`src/hdl/matrix3_inverse_top_macros.svh`:
```
// Assertion macros used by the matrix inverse top level.
`ifndef MATRIX3_INVERSE_TOP_MACROS_SVH
`define MATRIX3_INVERSE_TOP_MACROS_SVH

// Same-cycle implication, checked outside reset.
`define M3INV_ASSERT_NOW(label, clk, rst_n, ante, cons) \
    label: assert property (@(posedge clk) disable iff (!rst_n) (ante) |-> (cons)) \
        else $error("m3inv check failed");

// Next-cycle implication, checked outside reset.
`define M3INV_ASSERT_NEXT(label, clk, rst_n, ante, cons) \
    label: assert property (@(posedge clk) disable iff (!rst_n) (ante) |=> (cons)) \
        else $error("m3inv check failed");

`endif

```
`src/hdl/m3inv_pkg.sv`:
```
package m3inv_pkg;

    // Number of elements in one matrix and in its inverse.
    localparam int NUM_ELEMS = 9;

    typedef logic [3:0] elem_idx_t;

    // Element indexes of the two products that form each adjugate entry:
    // adj = a[i0] * a[i1] - a[i2] * a[i3], row-major order.
    localparam elem_idx_t COF_IDX [NUM_ELEMS][4] = '{
        '{4'd4, 4'd8, 4'd5, 4'd7}, '{4'd2, 4'd7, 4'd1, 4'd8}, '{4'd1, 4'd5, 4'd2, 4'd4},
        '{4'd5, 4'd6, 4'd3, 4'd8}, '{4'd0, 4'd8, 4'd2, 4'd6}, '{4'd2, 4'd3, 4'd0, 4'd5},
        '{4'd3, 4'd7, 4'd4, 4'd6}, '{4'd1, 4'd6, 4'd0, 4'd7}, '{4'd0, 4'd4, 4'd1, 4'd3}
    };

    // Status that travels with each quotient from a divider lane.
    typedef struct packed {
        logic valid;
        logic neg;
        logic sat;
    } div_status_t;

endpackage

```
`src/hdl/m3inv_merge.sv`:
```
module m3inv_merge
    import m3inv_pkg::*;
#(
    parameter int W = 32
)
(
    input  logic         clk,
    input  logic         rst_n,
    input  div_status_t  status [NUM_ELEMS],
    input  logic [W-1:0] quo [NUM_ELEMS],
    input  logic         singular_in,
    output logic         done,
    output logic [W-1:0] res [NUM_ELEMS],
    output logic         singular
);

    localparam logic [W-1:0] MAX_VAL = {1'b0, {(W-1){1'b1}}};
    localparam logic [W-1:0] MIN_VAL = {1'b1, {(W-1){1'b0}}};

    logic         done_reg;
    logic         sing_reg;
    logic [W-1:0] res_reg  [NUM_ELEMS];
    logic [W-1:0] res_next [NUM_ELEMS];

    // Sign, saturation and the singular override for every lane.
    always_comb
    begin
        for (int i = 0; i < NUM_ELEMS; i++)
        begin
            if (singular_in)
            begin
                res_next[i] = '0;
            end
            else if (status[i].neg)
            begin
                res_next[i] = (status[i].sat || (quo[i] > MIN_VAL)) ? MIN_VAL : -quo[i];
            end
            else
            begin
                res_next[i] = (status[i].sat || quo[i][W-1]) ? MAX_VAL : quo[i];
            end
        end
    end

    // Result strobe and flag.
    always_ff @(posedge clk or negedge rst_n)
    begin
        if (!rst_n)
        begin
            done_reg <= 1'b0;
            sing_reg <= 1'b0;
        end
        else
        begin
            done_reg <= status[0].valid;
            sing_reg <= status[0].valid & singular_in;
        end
    end

    // Result elements.
    always_ff @(posedge clk)
    begin
        for (int i = 0; i < NUM_ELEMS; i++)
        begin
            res_reg[i] <= res_next[i];
        end
    end

    assign done     = done_reg;
    assign singular = sing_reg;
    assign res      = res_reg;

endmodule

```
`config.mk`:
```
export PLATFORM = sky130hd
export DESIGN_NAME = m3inv_merge
export DESIGN_NICKNAME = d
export VERILOG_FILES = /design/src/hdl/matrix3_inverse_top_macros.svh /design/src/hdl/m3inv_pkg.sv /design/src/hdl/m3inv_merge.sv
export SDC_FILE = /design/constraint.sdc
export NUM_CORES = 1
export LEC_CHECK = 0
export ABC_AREA = 1
export BUFFER_PORTS_ARGS = -buffer_cell sky130_fd_sc_hd__buf_2
export CAP_MARGIN = 5
export CORE_AREA = 2 2 238 240
export DETAILED_ROUTE_END_ITERATION = 16
export DIE_AREA = 0 0 240 242
export HOLD_SLACK_MARGIN = 0.06
export SLEW_MARGIN = 20
export SYNTH_ARGS = -nofsm -noshare
export SYNTH_HDL_FRONTEND = slang
export SYNTH_SLANG_ARGS = --single-unit
```
`constraint.sdc`:
```
create_clock -name clk -period 0.9 [get_ports clk]
set_input_delay 0.045 -clock clk [delete_from_list [all_inputs] [get_ports clk]]
set_output_delay 0.045 -clock clk [all_outputs]
set_load 0.01 [all_outputs]
```
==> flow_metrics.py <==
metrics = {
    "synth": {
        "synth_cells": 3198,
        "synth_cell_types": 33,
        "ys_seq_elements": 290,
        "ys.flop_type": "dfxtp_1",
        "syn-num-nets": 3525,
        "syn_area_um2": 19600,
        "synth_edf_count": 0,
        "yosysSeqAreaShare_pct": 29.7,
        "ys_warn_count": 0,
        "postSynth.asyncResetShare_pct": 0.690,
        "syn_avg_cell_area_um2": 6.13,
    },
    "power_and_ir_drop": {
        "ir_drop_mv": 1.08,
        "p_leak_nw": 17.9,
        "power.density_nw_per_um2": 1090,
    },
    "route": {
        "via_per_inst": 5.25,
        "detail-route-antenna-nets": 0,
        "drt_wl_total_um": 109000,
        "wl_per_cell_um": 19.1,
        "firstDrtPassIters": 6,
        "vias": 29900,
        "remaining_drc_errors": 0,
        "drtIter0Drc": 2275,
    },
    "finish": {
        "register_area_um2": 6070,
        "nets": 5202,
        "layout-drive-gt1-share_pct": 51.8,
        "fillCellCount": 4066,
        "utilization_pct": 72.3,
        "multiInputGateArea_um2": 15200,
        "syn_to_final_growth_pct": 106,
        "largest_reg_flops": 288,
    },
    "setup_path": {
        "crit_path_cell_trace": "buf_2",
        "critPathKind": "register to output pin",
        "cp_top_family": "flip-flops",
        "path_max_fanout": 1,
        "worstSetupStartpointType": "register",
        "slowest_delay_ns": 0.41,
        "required_ns": 0.85,
        "path_buf_inv": 1,
        "worstPathArrival_ns": 1.17,
        "critPathSlowestCell": "dfxtp_1",
        "endpoint_kind": "output pin",
    },
    "flow_run": {
        "max_cap_viol_count": 0,
    },
    "cts": {
        "cts-buffers-inserted": 39,
        "clockBufferDepth": 3,
        "cts.sinks": 290,
        "root_buffer": "clkbuf_16",
        "cts_tree": "done",
        "htreeDepth": 2,
        "clk_pin_slew_ns": 0.07,
    },
    "sta": {
        "slew_headroom_pct": 45.3,
        "slew_violations": 0,
        "fin_ws_ns": -0.312,
        "finalSetupViolCount": 389,
        "rsz0062_at_grt": "yes",
        "worstMarginPinSlew_ns": 0.812,
        "period_share_pct": 135,
        "final.setup.tns_ns": -49.43,
        "fmax_ghz": 0.825,
        "min_period_ns": 1.21,
        "finalHoldViolCount": 27,
        "hold_ws_ns": -0.271,
    },
    "global_routing": {
        "overflow": 0,
        "grt_pass1_wl_um": 147000,
        "grt_usage_pct": 31.6,
        "antenna_found_initial": 40,
        "grt_max_degree": 49,
        "grt_pass1_vias": 27400,
    },
    "placed_design": {
        "gp_routability_congestion": 1.00,
        "place_hpwl_um": 69800,
        "io_buffers": 599,
    },
    "floorplan": {
        "core_area_um2": 55700,
        "num_rows": 87,
        "fp.dieH_um": 242,
        "die_x_um": 240,
        "ioPinCount": 608,
        "initial_core_util_pct": 35.2,
        "dieArea_um2": 58100,
    },
    "hold_path": {
        "hold_path.class": "input pin to register",
    },
    "run_status": {
        "outcome": "complete, but fails checks",
        "failed_checks": "negative hold slack, negative setup slack",
    },
}
==> synth_stat cells (31+ instances only) <==
cell	number	area [um^2]
nor2_2	31	194
o21ai_0	317	1590
dfxtp_1	288	5770
nand3_1	363	1820
nand2_1	648	2430
inv_1	330	1240
nor2_1	471	1770
xor2_1	84	736
nand3b_1	39	293
nand4_1	45	282
clkbuf_1	81	304
a21oi_1	295	1480
==> where the power goes <==
group | leakage, nW | internal [mW] | total, mW | switching [mW]
sequential | 2.48 | 13.8 | 14.3 | 0.466
combinational | 14.8 | 6.60 | 13.4 | 6.81
clock | 0.634 | 9.64 | 16.4 | 6.79
total | 17.9 | 30.0 | 44.1 | 14.1
==> cell families after synthesis <==
family	after synthesis	synth area share (%)
compound gates	647	16.9
simple gates	1666	37.7
xor+xnor	108	4.83
buf+inv	478	10.3
flops	290	29.7
fa+ha+maj	9	0.575
==> final timing paths <==
path,startpoint,to,slack (ns),cells after the start
setup / recovery,res[89],res[89],-0.31,1
max in group asynchronous,rst_n,singular,0.37,3
hold / removal,quo[128],res[128],-0.27,3
min in group asynchronous,rst_n,done,0.37,3
==> area by class of cell <==
cell class / count / share of cell area (%)
inverters: 337 / 3.57
clock buffers: 50 / 2.67
multi-input cells: 2430 / 37.8
diodes: 33 / 0.205
well taps: 756 / 2.35
repair buffers: 1777 / 37.7
clock inverters: 18 / 0.553
flip-flops and latches: 290 / 15.1
==> per-layer routing <==
layer  GRT usage, %  part of all wire, %
met3           8.19                   10
met4           12.8                  5.5
met1           38.4                   37
met2           52.6                   47
met5              0                 0.15
==> cells in the final DEF, fill, tap and decap left out, types with 39 or more instances in the layout <==
cell type | Yosys | routed
a21oi_1 | 295 | 123
a21oi_2 | 0 | 172
buf_12 | 0 | 51
buf_2 | 13 | 377
buf_4 | 0 | 759
buf_6 | 27 | 251
clkbuf_16 | 0 | 52
dfxtp_1 | 288 | 93
dfxtp_2 | 0 | 189
dlygate4sd3_1 | 0 | 293
inv_1 | 330 | 288
nand2_1 | 648 | 565
nand2_2 | 17 | 79
nand3_1 | 363 | 183
nand3_2 | 9 | 136
nand3_4 | 2 | 55
nand3b_1 | 39 | 39
nand4_1 | 45 | 45
nor2_1 | 471 | 251
nor2_2 | 31 | 172
nor2_4 | 10 | 89
o21ai_0 | 317 | 300
xor2_1 | 84 | 72
==> repair_timing <==
action                                 in CTS  in global routing
pin swaps                                  18                259
gates cloned                                5                 14
hold buffers                              288                 34
buffers inserted                            9                 62
setup endpoints to repair                 382                578
endpoints found under the hold margin     291                 60
gates resized for setup                   409                928
==> per-stage QoR <==
| stage | area (um^2) | hold WS, ns | std cells | setup WS [ns] | total power [mW] |
|---|---|---|---|---|---|
| 3_5_place_dp | 30200 | -0.147 | 5197 | -0.741 | 23.7 |
| 3_3_place_gp | 30200 | -0.149 | 5197 | -0.746 | 23.7 |
| 4_1_cts | 35900 | -0.260 | 5567 | -0.254 | 41.8 |
| 6_report | 40300 | -0.271 | 5691 | -0.312 | 44.1 |
| 5_1_grt | 40200 | -0.284 | 5674 | -0.336 | 45.6 |
| 2_1_floorplan | 20600 | -0.251 | 3198 | -0.307 | 18.1 |
(Power assumes the default switching activity.)
